### config.mk
export PLATFORM = sky130hd
export DESIGN_NAME = config_text_tokenizer_unit
export DESIGN_NICKNAME = d
export VERILOG_FILES = /design/src/rtl/ctt_pkg.sv /design/src/rtl/config_text_tokenizer_unit.sv /design/src/rtl/ctt_front.sv /design/src/rtl/ctt_queue.sv /design/src/rtl/ctt_back.sv
export VERILOG_INCLUDE_DIRS = /design/src /design/src/rtl
export SDC_FILE = /design/constraint.sdc
export NUM_CORES = 1
export LEC_CHECK = 0
export ABC_AREA = 1
export BUFFER_PORTS_ARGS = -buffer_cell sky130_fd_sc_hd__buf_2
export CAP_MARGIN = 20
export CORE_UTILIZATION = 30
export CTS_BUF_LIST = sky130_fd_sc_hd__clkbuf_8
export DETAILED_ROUTE_END_ITERATION = 8
export PLACE_DENSITY_LB_ADDON = 0.15
export SYNTH_ARGS = -nofsm -noshare
export SYNTH_HDL_FRONTEND = slang
export SYNTH_HIERARCHICAL = 1
export SYNTH_SLANG_ARGS = --single-unit
### constraint.sdc
create_clock -name clk_i -period 11.59 [get_ports clk_i]
set_clock_uncertainty 0.1 [all_clocks]
set_input_delay 1.159 -clock clk_i [delete_from_list [all_inputs] [get_ports clk_i]]
set_output_delay 1.159 -clock clk_i [all_outputs]
set_load 0.05 [all_outputs]
### src/rtl/config_text_tokenizer_unit_defines.svh
// Assertion macros shared by the tokenizer RTL.
// No dependencies; included by the modules that carry checks.
`ifndef CONFIG_TEXT_TOKENIZER_UNIT_DEFINES_SVH
`define CONFIG_TEXT_TOKENIZER_UNIT_DEFINES_SVH

// Antecedent implies consequent in the same cycle.
`define CTT_ASSERT_IMP(lbl, clk, rst_n, ante, cons, msg) \
  lbl: assert property (@(posedge clk) disable iff (!rst_n) (ante) |-> (cons)) \
    else $error(msg);

// Expression must never be true outside reset.
`define CTT_ASSERT_NEVER(lbl, clk, rst_n, expr, msg) \
  lbl: assert property (@(posedge clk) disable iff (!rst_n) !(expr)) \
    else $error(msg);

`endif

### src/rtl/ctt_pkg.sv
// Types, codes and character classes for the configuration text tokenizer.
// No dependencies.
`default_nettype none

package ctt_pkg;

  localparam int unsigned MaxRes = 4;
  localparam int unsigned ResIdxW = $clog2(MaxRes);

  typedef enum logic [2:0] {
    EV_CHAR    = 3'd0,
    EV_END     = 3'd1,
    EV_INVALID = 3'd2,
    EV_UNTERM  = 3'd3,
    EV_DONE    = 3'd4
  } event_e;

  typedef enum logic [2:0] {
    K_NEWLINE = 3'd0,
    K_EQUALS  = 3'd1,
    K_COMMA   = 3'd2,
    K_STRING  = 3'd3,
    K_IDENT   = 3'd4,
    K_NUMBER  = 3'd5
  } kind_e;

  localparam logic [7:0] CH_SEMI   = 8'h3B;
  localparam logic [7:0] CH_EQUALS = 8'h3D;
  localparam logic [7:0] CH_COMMA  = 8'h2C;
  localparam logic [7:0] CH_AT     = 8'h40;
  localparam logic [7:0] CH_DOT    = 8'h2E;
  localparam logic [7:0] CH_BSLASH = 8'h5C;
  localparam logic [7:0] CH_DASH   = 8'h2D;
  localparam logic [7:0] CH_USCORE = 8'h5F;
  localparam logic [7:0] CH_NL     = 8'h0A;
  localparam logic [7:0] CH_CR     = 8'h0D;
  localparam logic [7:0] CH_TAB    = 8'h09;
  localparam logic [7:0] CH_SPACE  = 8'h20;
  localparam logic [7:0] CH_SQUOTE = 8'h27;
  localparam logic [7:0] CH_DQUOTE = 8'h22;

  typedef struct packed {
    event_e     ev;
    kind_e      kind;
    logic [7:0] ch;
    logic       first;
  } res_t;

  // All results caused by one input character; last_idx is count minus one.
  typedef struct packed {
    res_t [MaxRes-1:0]  res;
    logic [ResIdxW-1:0] last_idx;
  } bundle_t;

  function automatic res_t mk_res(event_e ev, kind_e kind, logic [7:0] ch, logic first);
    res_t r;
    r.ev    = ev;
    r.kind  = kind;
    r.ch    = ch;
    r.first = first;
    return r;
  endfunction

  function automatic logic is_space(logic [7:0] c);
    return (c == CH_SPACE) || (c == CH_CR) || (c == CH_TAB);
  endfunction

  function automatic logic is_digit(logic [7:0] c);
    return (c >= 8'h30) && (c <= 8'h39);
  endfunction

  function automatic logic is_ident(logic [7:0] c);
    return ((c >= 8'h61) && (c <= 8'h7A)) || ((c >= 8'h41) && (c <= 8'h5A)) ||
           (c == CH_BSLASH) || (c == CH_DASH) || (c == CH_USCORE) ||
           (c == CH_AT) || (c == CH_DOT);
  endfunction

endpackage

`default_nettype wire

### src/rtl/config_text_tokenizer_unit.sv
// Configuration text tokenizer: one character in, token events out.
// Uses the usual valid/stall handshake on both sides; the sender holds valid and
// payload while in_stall_o is high. Each accepted character (char_in_i, with
// end_of_buffer_i on the last one) yields zero to four result transactions;
// last_result_o marks the final one belonging to that character.
// The first result of a character passes through the bundle queue, the
// sequencer's bundle register and the output register. Throughput: the front
// end takes one character per cycle while the queue is not full; the result
// sequencer emits one result per cycle while the output is not stalled. A
// two-entry bundle queue sits between them.
// When the receiver raises out_stall_i, the output
// register holds, the sequencer stops, the queue fills and in_stall_o rises.
// Reset puts the lexer in idle mode, empties the queue and drops out_valid_o.
// Depends on ctt_pkg, ctt_front, ctt_queue and ctt_back.
`default_nettype none

module config_text_tokenizer_unit (
  input  wire logic       clk_i,
  input  wire logic       rst_ni,
  input  wire logic       in_valid_i,
  output logic            in_stall_o,
  input  wire logic [7:0] char_in_i,
  input  wire logic       end_of_buffer_i,
  output logic            out_valid_o,
  input  wire logic       out_stall_i,
  output logic [2:0]      event_res_o,
  output logic [2:0]      token_kind_o,
  output logic [7:0]      char_value_o,
  output logic            first_of_token_o,
  output logic            last_result_o
);
  import ctt_pkg::*;

  logic    q_push, q_full, q_pop, q_empty;
  bundle_t q_wdata, q_rdata;

  ctt_front u_front (
    .clk_i           (clk_i),
    .rst_ni          (rst_ni),
    .in_valid_i      (in_valid_i),
    .in_stall_o      (in_stall_o),
    .char_in_i       (char_in_i),
    .end_of_buffer_i (end_of_buffer_i),
    .q_full_i        (q_full),
    .q_push_o        (q_push),
    .q_data_o        (q_wdata)
  );

  ctt_queue u_queue (
    .clk_i       (clk_i),
    .rst_ni      (rst_ni),
    .push_i      (q_push),
    .push_data_i (q_wdata),
    .full_o      (q_full),
    .pop_i       (q_pop),
    .pop_data_o  (q_rdata),
    .empty_o     (q_empty)
  );

  ctt_back u_back (
    .clk_i            (clk_i),
    .rst_ni           (rst_ni),
    .q_empty_i        (q_empty),
    .q_data_i         (q_rdata),
    .q_pop_o          (q_pop),
    .out_valid_o      (out_valid_o),
    .out_stall_i      (out_stall_i),
    .event_res_o      (event_res_o),
    .token_kind_o     (token_kind_o),
    .char_value_o     (char_value_o),
    .first_of_token_o (first_of_token_o),
    .last_result_o    (last_result_o)
  );

endmodule

`default_nettype wire

### src/rtl/ctt_front.sv
// Front end: accepts characters, keeps the lexer mode and builds the
// result bundle for each character. Depends on ctt_pkg.
`default_nettype none

module ctt_front (
  input  wire logic             clk_i,
  input  wire logic             rst_ni,
  input  wire logic             in_valid_i,
  output logic                  in_stall_o,
  input  wire logic [7:0]       char_in_i,
  input  wire logic             end_of_buffer_i,
  input  wire logic             q_full_i,
  output logic                  q_push_o,
  output ctt_pkg::bundle_t      q_data_o
);
  import ctt_pkg::*;

  typedef enum logic [5:0] {
    M_IDLE    = 6'b000001,
    M_IDENT   = 6'b000010,
    M_NUMBER  = 6'b000100,
    M_STRING  = 6'b001000,
    M_COMMENT = 6'b010000,
    M_ERROR   = 6'b100000
  } mode_e;

  mode_e mode_q, mode_d;
  logic  qdbl_q, qdbl_d;
  logic  has_ch_q, has_ch_d;

  res_t [MaxRes-1:0] res;
  logic [ResIdxW:0]  n;
  logic              fresh;
  logic              accept;
  logic [7:0]        c;

  assign c          = char_in_i;
  assign in_stall_o = q_full_i;
  assign accept     = in_valid_i && !q_full_i;

  always_comb begin
    mode_d   = mode_q;
    qdbl_d   = qdbl_q;
    has_ch_d = has_ch_q;
    res      = '0;
    n        = '0;
    fresh    = 1'b0;

    unique case (mode_q)
      M_IDENT: begin
        if (is_ident(c) || is_digit(c)) begin
          res[n[ResIdxW-1:0]] = mk_res(EV_CHAR, K_IDENT, c, 1'b0);
          n = n + 1'b1;
        end else begin
          res[n[ResIdxW-1:0]] = mk_res(EV_END, K_IDENT, 8'h00, 1'b0);
          n = n + 1'b1;
          mode_d = M_IDLE;
          fresh  = 1'b1;
        end
      end
      M_NUMBER: begin
        if (is_digit(c)) begin
          res[n[ResIdxW-1:0]] = mk_res(EV_CHAR, K_NUMBER, c, 1'b0);
          n = n + 1'b1;
        end else begin
          res[n[ResIdxW-1:0]] = mk_res(EV_END, K_NUMBER, 8'h00, 1'b0);
          n = n + 1'b1;
          mode_d = M_IDLE;
          fresh  = 1'b1;
        end
      end
      M_STRING: begin
        if (c == (qdbl_q ? CH_DQUOTE : CH_SQUOTE)) begin
          res[n[ResIdxW-1:0]] = mk_res(EV_END, K_STRING, 8'h00, 1'b0);
          n = n + 1'b1;
          mode_d   = M_IDLE;
          has_ch_d = 1'b0;
        end else begin
          res[n[ResIdxW-1:0]] = mk_res(EV_CHAR, K_STRING, c, !has_ch_q);
          n = n + 1'b1;
          has_ch_d = 1'b1;
        end
      end
      M_COMMENT: begin
        if (c == CH_NL) mode_d = M_IDLE;
      end
      M_ERROR: begin
        mode_d = M_ERROR;
      end
      default: begin
        mode_d = M_IDLE;
        fresh  = 1'b1;
      end
    endcase

    // character lexed from idle, possibly right after closing a token
    if (fresh && !is_space(c)) begin
      if (c == CH_SEMI) begin
        mode_d = M_COMMENT;
      end else if (c == CH_NL) begin
        res[n[ResIdxW-1:0]] = mk_res(EV_CHAR, K_NEWLINE, c, 1'b1);
        n = n + 1'b1;
        res[n[ResIdxW-1:0]] = mk_res(EV_END, K_NEWLINE, 8'h00, 1'b0);
        n = n + 1'b1;
      end else if (c == CH_EQUALS) begin
        res[n[ResIdxW-1:0]] = mk_res(EV_CHAR, K_EQUALS, c, 1'b1);
        n = n + 1'b1;
        res[n[ResIdxW-1:0]] = mk_res(EV_END, K_EQUALS, 8'h00, 1'b0);
        n = n + 1'b1;
      end else if (c == CH_COMMA) begin
        res[n[ResIdxW-1:0]] = mk_res(EV_CHAR, K_COMMA, c, 1'b1);
        n = n + 1'b1;
        res[n[ResIdxW-1:0]] = mk_res(EV_END, K_COMMA, 8'h00, 1'b0);
        n = n + 1'b1;
      end else if ((c == CH_SQUOTE) || (c == CH_DQUOTE)) begin
        mode_d   = M_STRING;
        qdbl_d   = (c == CH_DQUOTE);
        has_ch_d = 1'b0;
      end else if (is_ident(c)) begin
        res[n[ResIdxW-1:0]] = mk_res(EV_CHAR, K_IDENT, c, 1'b1);
        n = n + 1'b1;
        mode_d = M_IDENT;
      end else if (is_digit(c)) begin
        res[n[ResIdxW-1:0]] = mk_res(EV_CHAR, K_NUMBER, c, 1'b1);
        n = n + 1'b1;
        mode_d = M_NUMBER;
      end else begin
        res[n[ResIdxW-1:0]] = mk_res(EV_INVALID, K_NEWLINE, 8'h00, 1'b0);
        n = n + 1'b1;
        mode_d = M_ERROR;
      end
    end

    if (end_of_buffer_i) begin
      if (mode_d == M_STRING) begin
        res[n[ResIdxW-1:0]] = mk_res(EV_UNTERM, K_NEWLINE, 8'h00, 1'b0);
        n = n + 1'b1;
      end else if (mode_d != M_ERROR) begin
        if (mode_d == M_IDENT) begin
          res[n[ResIdxW-1:0]] = mk_res(EV_END, K_IDENT, 8'h00, 1'b0);
          n = n + 1'b1;
        end else if (mode_d == M_NUMBER) begin
          res[n[ResIdxW-1:0]] = mk_res(EV_END, K_NUMBER, 8'h00, 1'b0);
          n = n + 1'b1;
        end
        res[n[ResIdxW-1:0]] = mk_res(EV_DONE, K_NEWLINE, 8'h00, 1'b0);
        n = n + 1'b1;
      end
      mode_d   = M_IDLE;
      qdbl_d   = 1'b0;
      has_ch_d = 1'b0;
    end
  end

  assign q_push_o          = accept && (n != '0);
  assign q_data_o.res      = res;
  assign q_data_o.last_idx = n[ResIdxW-1:0] - 1'b1;

  always_ff @(posedge clk_i or negedge rst_ni) begin
    if (!rst_ni) begin
      mode_q   <= M_IDLE;
      qdbl_q   <= 1'b0;
      has_ch_q <= 1'b0;
    end else if (accept) begin
      mode_q   <= mode_d;
      qdbl_q   <= qdbl_d;
      has_ch_q <= has_ch_d;
    end
  end

endmodule

`default_nettype wire

### src/rtl/ctt_queue.sv
// Two-entry bundle queue between the lexer front end and the result sequencer.
// Depends on ctt_pkg and the assertion macro header.
`default_nettype none
`include "config_text_tokenizer_unit_defines.svh"

module ctt_queue (
  input  wire logic             clk_i,
  input  wire logic             rst_ni,
  input  wire logic             push_i,
  input  wire ctt_pkg::bundle_t push_data_i,
  output logic                  full_o,
  input  wire logic             pop_i,
  output ctt_pkg::bundle_t      pop_data_o,
  output logic                  empty_o
);
  import ctt_pkg::*;

  bundle_t [1:0] mem_q;
  logic          wr_ptr_q, rd_ptr_q;
  logic [1:0]    count_q, count_d;

  assign full_o     = (count_q == 2'd2);
  assign empty_o    = (count_q == 2'd0);
  assign pop_data_o = mem_q[rd_ptr_q];

  always_comb begin
    count_d = count_q;
    if (push_i && !pop_i) count_d = count_q + 2'd1;
    else if (!push_i && pop_i) count_d = count_q - 2'd1;
  end

  always_ff @(posedge clk_i or negedge rst_ni) begin
    if (!rst_ni) begin
      wr_ptr_q <= 1'b0;
      rd_ptr_q <= 1'b0;
      count_q  <= 2'd0;
    end else begin
      if (push_i) wr_ptr_q <= !wr_ptr_q;
      if (pop_i) rd_ptr_q <= !rd_ptr_q;
      count_q <= count_d;
    end
  end

  always_ff @(posedge clk_i) begin
    if (push_i) mem_q[wr_ptr_q] <= push_data_i;
  end

  `CTT_ASSERT_NEVER(a_no_push_full, clk_i, rst_ni, push_i && full_o, "push into full queue")
  `CTT_ASSERT_NEVER(a_no_pop_empty, clk_i, rst_ni, pop_i && empty_o, "pop from empty queue")
  `CTT_ASSERT_IMP(a_ptr_count, clk_i, rst_ni, (count_q == 2'd0) || (count_q == 2'd2),
                  wr_ptr_q == rd_ptr_q, "queue pointers disagree with fill count")

endmodule

`default_nettype wire

### src/rtl/ctt_back.sv
// Result sequencer: unpacks one bundle at a time into single results
// behind an output register. Depends on ctt_pkg and the assertion macro header.
`default_nettype none
`include "config_text_tokenizer_unit_defines.svh"

module ctt_back (
  input  wire logic             clk_i,
  input  wire logic             rst_ni,
  input  wire logic             q_empty_i,
  input  wire ctt_pkg::bundle_t q_data_i,
  output logic                  q_pop_o,
  output logic                  out_valid_o,
  input  wire logic             out_stall_i,
  output logic [2:0]            event_res_o,
  output logic [2:0]            token_kind_o,
  output logic [7:0]            char_value_o,
  output logic                  first_of_token_o,
  output logic                  last_result_o
);
  import ctt_pkg::*;

  bundle_t            bundle_q;
  logic               busy_q, busy_d;
  logic [ResIdxW-1:0] idx_q;
  logic               slot_free, emit, at_last;

  res_t out_res_q;
  logic out_last_q;
  logic out_valid_q;

  assign slot_free = !out_valid_q || !out_stall_i;
  assign at_last   = (idx_q == bundle_q.last_idx);
  assign emit      = busy_q && slot_free;
  assign q_pop_o   = !q_empty_i && (!busy_q || (emit && at_last));

  always_comb begin
    busy_d = busy_q;
    if (q_pop_o) busy_d = 1'b1;
    else if (emit && at_last) busy_d = 1'b0;
  end

  always_ff @(posedge clk_i or negedge rst_ni) begin
    if (!rst_ni) begin
      busy_q      <= 1'b0;
      idx_q       <= '0;
      out_valid_q <= 1'b0;
    end else begin
      busy_q <= busy_d;
      if (q_pop_o) idx_q <= '0;
      else if (emit) idx_q <= idx_q + 1'b1;
      if (slot_free) out_valid_q <= emit;
    end
  end

  always_ff @(posedge clk_i) begin
    if (q_pop_o) bundle_q <= q_data_i;
    if (emit) begin
      out_res_q  <= bundle_q.res[idx_q];
      out_last_q <= at_last;
    end
  end

  assign out_valid_o      = out_valid_q;
  assign event_res_o      = out_res_q.ev;
  assign token_kind_o     = out_res_q.kind;
  assign char_value_o     = out_res_q.ch;
  assign first_of_token_o = out_res_q.first;
  assign last_result_o    = out_last_q;

  `CTT_ASSERT_IMP(a_idx_range, clk_i, rst_ni, busy_q, idx_q <= bundle_q.last_idx,
                  "result index past end of bundle")
  `CTT_ASSERT_NEVER(a_pop_mid_bundle, clk_i, rst_ni, q_pop_o && busy_q && !(emit && at_last),
                    "bundle replaced before all results sent")

endmodule

`default_nettype wire

After elaboration in Yosys (flattened, before gate mapping)
Cells that the tools add are included.
{ "classes": {"div_mod_pow": 0, "order_cmp": 18, "n_mul": 0, "add_sub_neg": 8, "n_bitwise": 24, "n_eq_ne": 30, "shifts": 0, "mux": 95, "n_reduce_logical": 49} }
{ "ops": {"columns": ["operator", "n"], "rows": [
  ["2-to-1 mux 60 bit", 16],
  ["bitwise mux 60 bit", 5],
  ["bitwise AND 52 bit", 4],
  ["inverter 52 bit", 4],
  ["2-to-1 mux 62 bit", 3],
  ["inverter 56 bit", 3],
  ["bitwise mux 124 bit", 1],
  ["demux 15 bit (select 2 bit)", 4],
  ["bitwise AND 56 bit", 2],
  ["2-to-1 mux 6 bit", 13],
  ["2-to-1 mux 15 bit", 5],
  ["== test 8 x 6 -> 1 bit, second input constant", 8],
  ["demux 62 bit (select 1 bit)", 1],
  ["bitwise AND 14 x 56 -> 56 bit", 1],
  ["bitwise AND 48 bit", 1],
  ["inverter 48 bit", 1],
  ["2-to-1 mux 3 bit", 15],
  ["one-hot mux 15 bit (3 select lines)", 1],
  ["2-to-1 mux 13 bit", 3],
  ["OR 8 bit", 4],
  ["binary-select mux 15 bit (select 2 bit)", 1],
  ["one-hot mux 6 bit (5 select lines)", 1],
  ["== test 8 x 4 -> 1 bit, second input constant", 3],
  ["== test 8 x 7 -> 1 bit, second input constant", 3],
  ["37 further kinds", 121]
]} }
{ "word_totals": {"romBits": 0, "word_cells": 289, "register_bits": 218, "memories": 0, "ramBits": 0, "out_inout_bits": 18, "inputBits": 13, "latchBits": 0} }

Depth between registers and ports, before layout
Gate-level depths: netlist of the first run.
{ "logic_depth": {"word_depth": 32, "mapped_depth": 34, "mapped_depth_nobuf": 32} }

By module
The synthesis of the first run kept the hierarchy.
{ "by_module_without_submodules": {"columns": ["module", "cells_each", "area_per_inst_um2", "instances", "seq_area_each_um2"], "rows": [
  ["ctt_queue", 218, 4981.0, 1, 3823.7],
  ["ctt_back", 195, 3029.2, 1, 2442.3],
  ["ctt_front", 355, 1990.7, 1, 201.4]
]} }

Worst setup path before layout of the first run
Ideal clock, no wire load.
{ "synth_path": {"path_kind": "input port to flip-flop", "startpoint": "input port char_in_i[0]", "endpoint": "register u_queue/mem_q[0] (netlist name) (enable)", "required_time_ns": 11.008, "setup_time_ns": 0.482, "arrival_time_ns": 6.786, "path_slack_ns": 4.222, "stages": 29, "path_buffers": 2, "cell_sequence": "buf_2 > inv_2 > nand2_2 > nand2_1 > nand2_1 > nand2_1 > nand2_2 > inv_2 > nor2_4 > nand2_2 > nand2_4 > nand2_4 > buf_6 > nor2_8 > nand2_2 > o21ai_4 > inv_1 > ha_1 > inv_1 > nand2_1 > o21ai_0 > ha_1 > inv_1 > ha_1 > nor2_1 > nand3_1 > a31oi_1 > inv_1 > nor2_1"} }
{ "synth_via": {"elab_chain_cells": 28, "word_cells_on_any_way": 74, "cone_classes": "add/sub (2); order compare (6); eq/ne (19); mux (30); reduce/logical (17)"} }
{ "synth_lines": {"columns": ["element", "line", "text"], "rows": [
  ["start: declaration", "config_text_tokenizer_unit.sv:22", "input wire logic [7:0] char_in_i,"],
  ["greater-or-equal comparator 8 x 7 -> 1 bit or <= comparator 8 x 7 -> 1 bit (tied branches)", "ctt_pkg.sv:73", "return ((c >= 8'h61) && (c <= 8'h7A)) || ((c >= 8'h41) && (c <= 8'h5A)) ||"],
  ["logical AND 1 bit", "ctt_pkg.sv:73", null],
  ["logical OR 1 bit (2 in series)", "ctt_pkg.sv:73", null],
  ["logical OR 1 bit (3 in series)", "ctt_pkg.sv:74", "(c == CH_BSLASH) || (c == CH_DASH) || (c == CH_USCORE) ||"],
  ["logical OR 1 bit", "ctt_pkg.sv:75", "(c == CH_AT) || (c == CH_DOT);"],
  ["logical OR 1 bit", "ctt_front.sv:51", "if (is_ident(c) || is_digit(c)) begin"],
  ["2-to-1 mux 6 bit", "ctt_front.sv:51", null],
  ["one-hot mux 6 bit (5 select lines)", "ctt_front.sv:49", "unique case (mode_q)"],
  ["[... 10 more ...]", null, null],
  ["2-to-1 mux 3 bit", "ctt_front.sv:134", "if (end_of_buffer_i) begin"],
  ["adder 3 x 1 -> 3 bit", "ctt_front.sv:147", "n = n + 1'b1;"],
  ["2-to-1 mux 3 bit", "ctt_front.sv:138", "end else if (mode_d != M_ERROR) begin"],
  ["2-to-1 mux 3 bit", "ctt_front.sv:135", "if (mode_d == M_STRING) begin"],
  ["2-to-1 mux 3 bit *", "ctt_front.sv:134", null],
  ["nonzero test 3 bit *", "ctt_front.sv:155", "assign q_push_o = accept && (n != '0);"],
  ["logical AND 1 bit *", "ctt_front.sv:155", null],
  ["named net q_push", "config_text_tokenizer_unit.sv:34", "logic q_push, q_full, q_pop, q_empty;"],
  ["end signal: indexed assignment", "ctt_queue.sv:45", "if (push_i) mem_q[wr_ptr_q] <= push_data_i;"],
  ["end: declaration", "ctt_queue.sv:18", "bundle_t [1:0] mem_q;"]
]} }
The timed path passes the listed nets; every way through them passes the cells marked *. The select of a mux whose other input is x is not followed.
A chain may end at the register's enable or synchronous reset.

Worst setup path in the final report of the first run
{ "layout_path": {"startpoint": "input port char_in_i[6]", "endpoint": "register u_queue/mem_q[9] (netlist name) (enable)"} }
The elaborated chain is that of the path after synthesis.

==> reports/metrics.csv, run 1 <==
metric,value,unit
status,"finished, final reports clean",
vias in the first global route,5727,
synthesized instance count,768,
postcts setup bufs,0,
worst hold start,u_queue/count_q[1],
crit path kind,in2reg,
Hold Path Class,reg2reg,
R2R Path End,u_queue/mem_q[9],
CTS H-tree depth,2,
Synth top area share,60.7,%
Starting Density,30.6,%
core area,0.0327,mm²
WL final,20500,µm
"EDFF count, synth",202,
via count,5599,
antenna violations before repair,0,
via/cell ratio,4.34,
Synth async-reset ratio,7.34,%
critical path peak fanout,62,
period utilization,46.7,%
clk slew on worst S/H paths,0.05,ns
HPWL after DPL,13400,µm
R2R Setup Slk,6.33,ns
Filler Cell Count,3303,
Worst Tran Pin Value,0.913,ns
DIE AREA,0.0341,mm²
Antenna Cells,0,
endpoint type of the worst setup path,register,
CTS tree,done,
leak pwr,4.40,nW
met2 wire len,9080,µm
power share of the sequential group,43.8,%
CTS max path bufs,3,
overall power,3.16,mW
I/O pin cnt,31,
final setup fails,0,
total power divided by cell area,284,mW/mm²
Synth warnings,6,
# rows,66,
Hold Crit Depth,2,
Worst Path Required,11.62,ns
combinational power share,36.5,%
top post-synthesis cells by area,"edfxtp_1 (61%), mux2_4 (8.9%), dfrtp_1 (3.8%), nand2_1 (3.6%), nor2_1 (3.1%)",
slew margin rel.,39.2,%
pin count of the biggest net entering global routing,63,
hold-critical path endpoint,u_queue/count_q[1],
first-pass GRT wire length,32300,µm
DRT antenna net count,0,
Synth area leader,edfxtp_1,
highest metal used,met4,
Layout area overhead,11.0,%
Clock Latency Late Sink,0.52,ns
global-route usage over all layers,12.5,%
met1 WL,10100,µm
Clock power frac,19.6,%
Port Buffers,30,
Iter 0 DRT Violations,311,
Unique masters post-synth,44,
gp weighted congestion,0.856,
Die Y,185,µm
"Seq/Total Area, Yosys",64.7,%
Int Pwr,2.00,mW
CTS sink count,218,
total gr overflow,0,
startpoint class of the critical path,primary input,
NetSw,1.16,mW
Worst R2R Start,u_front/mode_q[0],
cts bufs inserted,39,
worst path arrival time,5.44,ns
DR WL/cell,15.9,µm
Avg Synthesized Cell Area,13.0,µm²
Nets,845,
met3 wire length,835,µm
unrepaired setup endpoints after global routing,false,
Die Span X,185,µm
Max Slew Vio Count,0,
post-cts sizing count,0,
Seq cells post-synth,218,
"Primary FF master, synth",edfxtp_1,
Hold Buf Count CTS,0,
Worst R2R Path Depth,24,
crit path time final,5.41,ns
maxcap violations,0,
Mapped Area,0.0100,mm²
max frequency,0.185,GHz
TNS Setup,0,ns
drt pass-1 iters,4,
DRC errors left,0,
Max VDD drop,113,µV
final hold viol count,0,
Clk Tree Root Cell,clkbuf_8,
layout cells sized above 1,22.1,%
Sw Ratio,36.7,%
cells in the final DEF, fill, tap and decap left out, types with 12 or more instances in the layout:
cell      count
edfxtp_1    202
nand2_1      96
nor2_1       81
inv_1        74
mux2_4       59
clkbuf_8     40
o21ai_0      40
buf_2        30
nand3_1      30
a21oi_1      21
o22ai_1      20
conb_1       20
dfrtp_1      14
clkinv_1     13
nand2_2      13
ha_1         12
kinds of logic (layout without fill, tap and decap cells):
kind of cell,count (synthesis),after routing,share of synthesized area (%)
buffers and inverters,117,178,6.94
adder cells (fa/ha/maj),12,12,1.50
XOR/XNOR,5,5,0.513
AO/OA/AOI/OAI,95,95,5.29
flip-flops,218,218,64.7
multiplexers,62,62,9.20
other,1,20,0.0375
AND/OR/NAND/NOR,258,258,11.8
sequential cells by signal, summed over array words and instances (netlist names):
signal                   flops
u_back/bundle_q             62
u_back/token_kind_o          3
u_front/mode_q               6
u_queue/mem_q              124
u_back/idx_q                 2
u_back/event_res_o           3
u_queue/wr_ptr_q             1
u_queue/rd_ptr_q             1
u_front/has_ch_q             1
u_back/first_of_token_o      1
u_queue/count_q              2
u_front/qdbl_q               1
u_back/busy_q                1
u_back/last_result_o         1
u_back/char_value_o          8
u_back/out_valid_o           1
power by group through the flow:
| stage | clock network, mW | registers (mW) | logic, mW |
|---|---|---|---|
| final | 0.620 | 1.38 | 1.15 |
| after global routing | 0.685 | 1.41 | 1.28 |
| after CTS | 0.650 | 1.39 | 1.18 |
| after detailed placement | 0 | 1.40 | 1.18 |
| after global placement | 0 | 1.40 | 1.18 |
| after floorplan | 0 | 1.48 | 0.862 |
final cells by class:
cell class	count	area (µm²)	share of cell area (%)
Inverter	74	285	2.57
Clock inverter	29	124	1.12
Multi-Input combinational cell	452	2930	26.4
Timing Repair Buffer	35	188	1.69
Tap cell	442	553	4.98
Clock buffer	40	551	4.96
Sequential cell	218	6470	58.3
critical path, stage by stage:
cell      delay, ns
buf_2          0.12
nor2_2         0.19
nand2_2        0.13
nor2_2         0.21
nand3b_1       0.12
nand3_2        0.10
nand2_1        0.06
nand2_2        0.09
nand2_4        0.08
nand2_4        0.15
nor2_8         0.05
nand2_2        0.09
nand2_1        0.09
o21ai_4        0.13
inv_1          0.10
ha_1           0.30
inv_1          0.07
nand2_1        0.05
o21ai_0        0.13
ha_1           0.21
inv_1          0.06
ha_1           0.29
nor2_1         0.10
nand3_1        0.08
a31oi_1        0.32
inv_1          0.13
nor2_4         0.09
buf_4          0.67
worst max-delay path by stage:
stage                             from           endpoint  slack [ns]
after floorplan           char_in_i[0]   u_queue/mem_q[0]        4.22
after global placement    char_in_i[6]  u_queue/mem_q[25]        5.67
after detailed placement  char_in_i[6]  u_queue/mem_q[25]        5.63
after CTS                 char_in_i[6]   u_queue/mem_q[9]        6.17
after global routing      char_in_i[6]  u_queue/mem_q[32]        5.81
final                     char_in_i[6]   u_queue/mem_q[9]        6.18
stage by stage:
| step | instance area, µm² | setup WS, ns | hold WS, ns | utilization [%] | std cells |
|---|---|---|---|---|---|
| finish | 11100 | 6.18 | 0.397 | 33.9 | 1290 |
| global route | 11100 | 5.81 | 0.432 | 33.9 | 1290 |
| CTS | 11100 | 6.17 | 0.405 | 33.9 | 1290 |
| detailed placement | 10400 | 5.63 | 0.392 | 31.9 | 1221 |
| global placement | 10400 | 5.67 | 0.387 | 31.9 | 1221 |
| floorplan | 10100 | 4.22 | 0.363 | - | 787 |
synth_stat cells, drive strengths merged, types with 10 or more instances:
master / count
edfxtp: 202
nand2: 114
nor2: 88
inv: 74
mux2: 62
o21ai: 45
buf: 40
nand3: 33
a21oi: 22
o22ai: 20
dfrtp: 15
ha: 12
nand4: 10
nor3: 10
metal layers:
metal	vias up	track usage, %
met5	-	0
met4	0	4.20
met3	36	2.47
met2	104	19.7
met1	2677	17.1
li1	2782	-
No activity file was read; power rests on OpenSTA's default activity.
==> inputs of run 2 (changes only) <==
clock period = 4.6 ns   (was 11.59 ns; I/O delays follow)
==> run 2 against run 1 <==
Against the previous run:
- sequential share of layout area fell by 1.9 points
- flip-flop and latch count did not move
- via count rose by 0.95%
- die area did not move
- routed wire length rose by 5.3%
- global-route usage rose by 0.71 points
- clock power rose to 2.7 times the previous value
- non-clock buffer count rose by 21
- worst setup slack got worse by 5.9 ns
- combinational power rose to 2.7 times the previous value
- utilization rose by 1.1 points
- design area rose by 3.3%
- largest power group unchanged
==> reports/metrics.csv, run 2 (synthesis gave the netlist of run 1 again) <==
metric,value,unit,change
status,"finished, final reports clean",,
Worst R2R Path Depth,25,,+4.2%
Worst Tran Pin Value,0.969,ns,+0.0566 ns
final core occ,35.1,%,+1.1 points
DR WL/cell,16.4,µm,+3.5%
total gr overflow,0,,unchanged
Die Span X,185,µm,unchanged
most frequent cells in the layout,"edfxtp_1 (202), nand2_1 (95), nor2_1 (81)",,
gp weighted congestion,0.809,,-5.4%
final setup fails,0,,unchanged
power share of the sequential group,42.8,%,-1.0 points
maxcap violations,0,,unchanged
antenna violations before repair,0,,unchanged
WL final,21600,µm,+5.3%
unrepaired setup endpoints after global routing,false,,
crit path kind,reg2reg,,
max frequency,0.234,GHz,
CTS max path bufs,3,,unchanged
Sw Ratio,36.4,%,-0.31 points
"Largest delay share family, worst path",simple AND/OR/NAND/NOR gates,,
combinational power share,37.2,%,+0.7 points
NetSw,3.02,mW,+160%
startpoint class of the critical path,register,,
Port Buffers,30,,unchanged
Layout area overhead,14.7,%,
clk slew on worst S/H paths,0.06,ns,about the same
I/O pin cnt,31,,unchanged
Iter 0 DRT Violations,327,,+5.1%
Max Slew Vio Count,0,,unchanged
number of cells on the critical path,25,,-11%
multi-input logic area,0.00299,mm²,+2.2%
Hold Crit Depth,3,,+1
"most common cell after layout, fill and taps aside",edfxtp_1,,
worst path arrival time,4.38,ns,-1.06 ns
Final WS setup,0.330,ns,-5.85 ns
register area,0.00647,mm²,unchanged
pre-CTS setup slack,0.130,ns,-5.50 ns
crit path time final,4.27,ns,
period utilization,92.8,%,
slew margin rel.,35.4,%,-3.8 points
endpoint type of the worst setup path,register,,
Top reg by flops,u_queue/mem_q,,
CTS H-tree depth,2,,unchanged
drt pass-1 iters,5,,+1
Worst Path Required,4.71,ns,-6.91 ns
overall power,8.30,mW,+160%
critical path peak fanout,20,,-68%
Clk Tree Root Cell,clkbuf_8,,
# rows,66,,unchanged
Hold WS,0.0751,ns,-0.322 ns
Filler Cell Count,3320,,+0.51%
leak pwr,4.58,nW,+4.0%
"Buf+Inv Stages, Crit Path",6,,unchanged
final hold viol count,0,,unchanged
Max VDD drop,261,µV,+130%
layout cells sized above 1,25.0,%,+3.0 points
first-pass GRT wire length,34000,µm,+5.2%
Final Non-Filler Cells,1313,,+1.8%
Int Pwr,5.28,mW,+160%
total power divided by cell area,724,mW/mm²,+150%
placed cell count,1239,,+1.5%
cts bufs inserted,39,,unchanged
Worst path slowest cell,dfrtp_1,,
Starting Density,30.6,%,unchanged
Die Y,185,µm,unchanged
max reg flops,124,,unchanged
vias in the first global route,5892,,+2.9%
via count,5652,,+0.95%
CTS tree,done,,
CTS sink count,218,,unchanged
HPWL after DPL,14600,µm,+9.4%
Nets,866,,+2.5%
Clock Latency Late Sink,0.53,ns,about the same
Antenna Cells,0,,unchanged
DIE AREA,0.0341,mm²,unchanged
Max stage delay on crit path,0.39,ns,-0.28 ns
DRC errors left,0,,unchanged
global-route usage over all layers,13.2,%,+0.71 points
Hold Path Class,in2reg,,
post-cts sizing count,0,,unchanged
DRT antenna net count,0,,unchanged
pin count of the biggest net entering global routing,50,,-21%
via/cell ratio,4.30,,-0.82%
core area,0.0327,mm²,unchanged
Clock power frac,20.0,%,+0.4 points
run 2: final cells by class:
type / instances / share of cell area (%)
tap: 442 / 4.82
timing repair buffer: 56 / 3.80
inverter: 74 / 2.59
clock buffer: 40 / 4.80
sequential: 218 / 56.4
multi-input combinational: 452 / 26.1
clock inverter: 31 / 1.47
run 2: tightest hold or removal path, cell delays in order:
cell	delay, ns
buf_2	0.08
nand2_2	0.06
nand2_1	0.06
run 2: what timing repair did:
| item | CTS | global route |
|---|---|---|
| endpoints found under the hold margin | 15 | 0 |
| setup buffers | 0 | 2 |
| endpoints found under the setup margin | 0 | 110 |
| hold buffers | 1 | 0 |
run 2: power by group through the flow:
stage / logic, mW / registers [mW] / clock network [mW]
after CTS: 3.16 / 3.57 / 1.73
after floorplan: 2.25 / 3.69 / 0
after detailed placement: 3.15 / 3.61 / 0
after global routing: 3.43 / 3.63 / 1.82
final: 3.09 / 3.55 / 1.66
after global placement: 3.16 / 3.60 / 0
run 2: per-layer routing:
metal / part of all wire (%) / global-route usage [%] / vias up
met4: 2.2 / 4.53 / 0
met5: 0 / 0 / -
met2: 45 / 20.7 / 103
met3: 3.3 / 2.35 / 45
met1: 49 / 18.3 / 2684
li1: - / - / 2820
run 2: per-stage QoR:
step	area (µm²)	TNS, ns
floorplan	10200	-7.39
global placement	10700	0
detailed placement	10700	0
CTS	11500	0
global route	11500	0
finish	11500	0
run 2: worst paths after layout:
check                              startpoint                 end  slack [ns]
max reg2reg                 u_front/mode_q[4]   u_queue/mem_q[86]        0.33
min                               out_stall_i  u_back/out_valid_o        0.08
min reg2reg                u_queue/count_q[1]  u_queue/count_q[1]        0.41
max                         u_front/mode_q[4]   u_queue/mem_q[86]        0.33
max in group asynchronous              rst_ni    u_queue/rd_ptr_q        3.74
min in group asynchronous              rst_ni       u_back/busy_q        0.31
==> inputs of run 3 (changes only) <==
==> constraint.sdc (replaced) <==
create_clock -name clk_i -period 4.6 [get_ports clk_i]
set_clock_uncertainty 0.1 [all_clocks]
set_input_delay 0.69 -clock clk_i [delete_from_list [all_inputs] [get_ports clk_i]]
set_output_delay 0.69 -clock clk_i [all_outputs]
set_load 0.05 [all_outputs]
==> run 3 against run 2 <==
Against the previous run:
- combinational power about the same
- register-to-register slack improved by 0.06 ns
- die area stayed put
- utilization decreased by 0.36 points
- non-clock buffer count decreased by 5
- sequential share of layout area is 0.59 points higher
- clock-buffer cell count increased by 3
- cell count fell by 0.76%
- sequential power barely moved
- critical path depth shrank 1
- routed wire length fell by 1.7%
- largest cell class unchanged
- largest power group unchanged
==> reports/metrics.csv, run 3 (synthesis gave the netlist of run 1 again) <==
metric,value,unit,change
max reg flops,124,,unchanged
overall power,8.22,mW,-0.92%
status,"finished, final reports clean",,
Worst Tran Pin Value,0.912,ns,-0.0576 ns
CTS tree,done,,
TNS Setup,0,ns,unchanged
CP most frequent cell,inv_2,,
total gr overflow,0,,unchanged
antenna violations before repair,0,,unchanged
CTS sink count,218,,unchanged
Nets,862,,-0.46%
CTS max path bufs,3,,unchanged
Worst Path Required,4.69,ns,-0.02 ns
HPWL after DPL,14200,µm,-2.7%
crit path time final,4.21,ns,-0.0590 ns
core area,0.0327,mm²,unchanged
CTS H-tree depth,2,,unchanged
first-pass GRT wire length,33300,µm,-1.9%
post-cts sizing count,0,,unchanged
vias in the first global route,5895,,+0.051%
# rows,66,,unchanged
Layout area overhead,13.5,%,
Die Span X,185,µm,unchanged
"Buf+Inv Stages, Crit Path",6,,unchanged
via count,5652,,unchanged
total power divided by cell area,724,mW/mm²,+0.12%
Hold Path Class,in2async,,
most frequent cells in the layout,"edfxtp_1 (202), nand2_1 (96), nor2_1 (81)",,
leak pwr,4.52,nW,-1.2%
Antenna Cells,0,,unchanged
I/O pin cnt,31,,unchanged
pin count of the biggest net entering global routing,47,,-6.0%
Worst R2R Start,u_front/mode_q[0],,
DRC errors left,0,,unchanged
via/cell ratio,4.34,,+0.77%
drt pass-1 iters,4,,-1
"Largest delay share family, worst path",simple AND/OR/NAND/NOR gates,,
Starting Density,30.6,%,unchanged
Worst path slowest cell,dfstp_2,,
period utilization,91.5,%,-1.3 points
WL final,21200,µm,-1.7%
Port Buffers,30,,unchanged
global-route usage over all layers,13.0,%,-0.21 points
DIE AREA,0.0341,mm²,unchanged
cts bufs inserted,40,,+2.6%
Iter 0 DRT Violations,306,,-6.4%
gp weighted congestion,0.876,,+8.2%
postcts setup bufs,0,,unchanged
Max VDD drop,326,µV,+25%
final core occ,34.7,%,-0.36 points
Die Y,185,µm,unchanged
clk slew on worst S/H paths,0.06,ns,about the same
worst-path cell chain,"inv_1, nand4_1, nand2_1, nor2_2, nand2_1, nand2_4, nand2_4, nor2_8, nand2_4, o21ai_4, inv_2, ha_4, inv_2, nand2_1, o21ai_2, ha_2, inv_2, ha_4, nor2_1, nand3_1, a31oi_4, inv_2, nor2_4, buf_12",,
critical path peak fanout,32,,+60%
Hold Buf Count CTS,0,,-1
layout cells sized above 1,24.7,%,-0.29 points
slew margin rel.,39.2,%,+3.8 points
final setup fails,0,,unchanged
max frequency,0.237,GHz,+1.4%
crit path kind,reg2reg,,
DR WL/cell,16.3,µm,-0.98%
final hold viol count,0,,unchanged
Clk Tree Root Cell,clkbuf_8,,
Clock Latency Late Sink,0.52,ns,about the same
Worst Setup SP,u_front/mode_q[0],,
Max stage delay on crit path,0.54,ns,+0.15 ns
worst path arrival time,4.30,ns,-0.08 ns
Top reg by flops,u_queue/mem_q,,
DRT antenna net count,0,,unchanged
unrepaired setup endpoints after global routing,false,,
Hold WS,0.0367,ns,-0.0384 ns
Max Slew Vio Count,0,,unchanged
endpoint type of the worst setup path,register,,
"most common cell after layout, fill and taps aside",edfxtp_1,,
maxcap violations,0,,unchanged
startpoint class of the critical path,register,,
[run 3: cell count changes in the layout (fill, tap and decap cells not counted), moves of 2 or more]
cell        before  now
clkbuf_8        40   43
buf_12           7    4
clkinvlp_4       3    1
inv_1           77   73
[run 3: worst reg2reg max path, cell delays in order (launching register included)]
cell and delay, ns:
dfstp_2 0.54, inv_1 0.05, nand4_1 0.16, nand2_1 0.15, nor2_2 0.29, nand2_1 0.16, nand2_4 0.13, nand2_4 0.07
nor2_8 0.14, nand2_4 0.06, o21ai_4 0.16, inv_2 0.07, ha_4 0.26, inv_2 0.03, nand2_1 0.06, o21ai_2 0.08
ha_2 0.19, inv_2 0.08, ha_4 0.19, nor2_1 0.08, nand3_1 0.13, a31oi_4 0.23, inv_2 0.06, nor2_4 0.17
buf_12 0.24
[run 3: final cells by class]
cell class	count	area (µm²)
fillers	3303	21400
flip-flops and latches	218	6470
multi-input cells	452	2990
clock buffers	43	592
well taps	442	553
repair buffers	51	358
inverters	74	297
clock inverters	23	93.8
[run 3: per-layer routing]
metal  share of wire, %  GRT usage, %
met5                  0             0
met4                2.6          4.57
met3                4.2          2.55
met2                 45          20.5
met1                 48          17.7
[run 3: power breakdown]
part           switching (mW)  internal [mW]
clock                   0.749          0.850
sequential              0.335           3.21
combinational            1.92           1.16
total                    3.00           5.22
[run 3: final timing paths]
kind,end,slack (ns),depth (start not counted)
hold / removal,u_queue/count_q[0],0.04,1
setup reg to reg,u_queue/mem_q[23],0.39,24
min in group clk_i,u_back/out_valid_o,0.32,3
hold reg to reg,u_front/has_ch_q,0.42,2
setup / recovery,u_queue/mem_q[23],0.39,24
max in group asynchronous,u_queue/rd_ptr_q,3.97,1
[run 3: stage by stage]
| step | setup slack [ns] | area [µm²] | std cells |
|---|---|---|---|
| after floorplan | -0.349 | 10200 | 787 |
| after global placement | 0.0981 | 10700 | 1237 |
| after detailed placement | 0.0719 | 10700 | 1237 |
| after CTS | 0.346 | 11300 | 1303 |
| after global routing | 0.0554 | 11300 | 1303 |
| final | 0.389 | 11300 | 1303 |
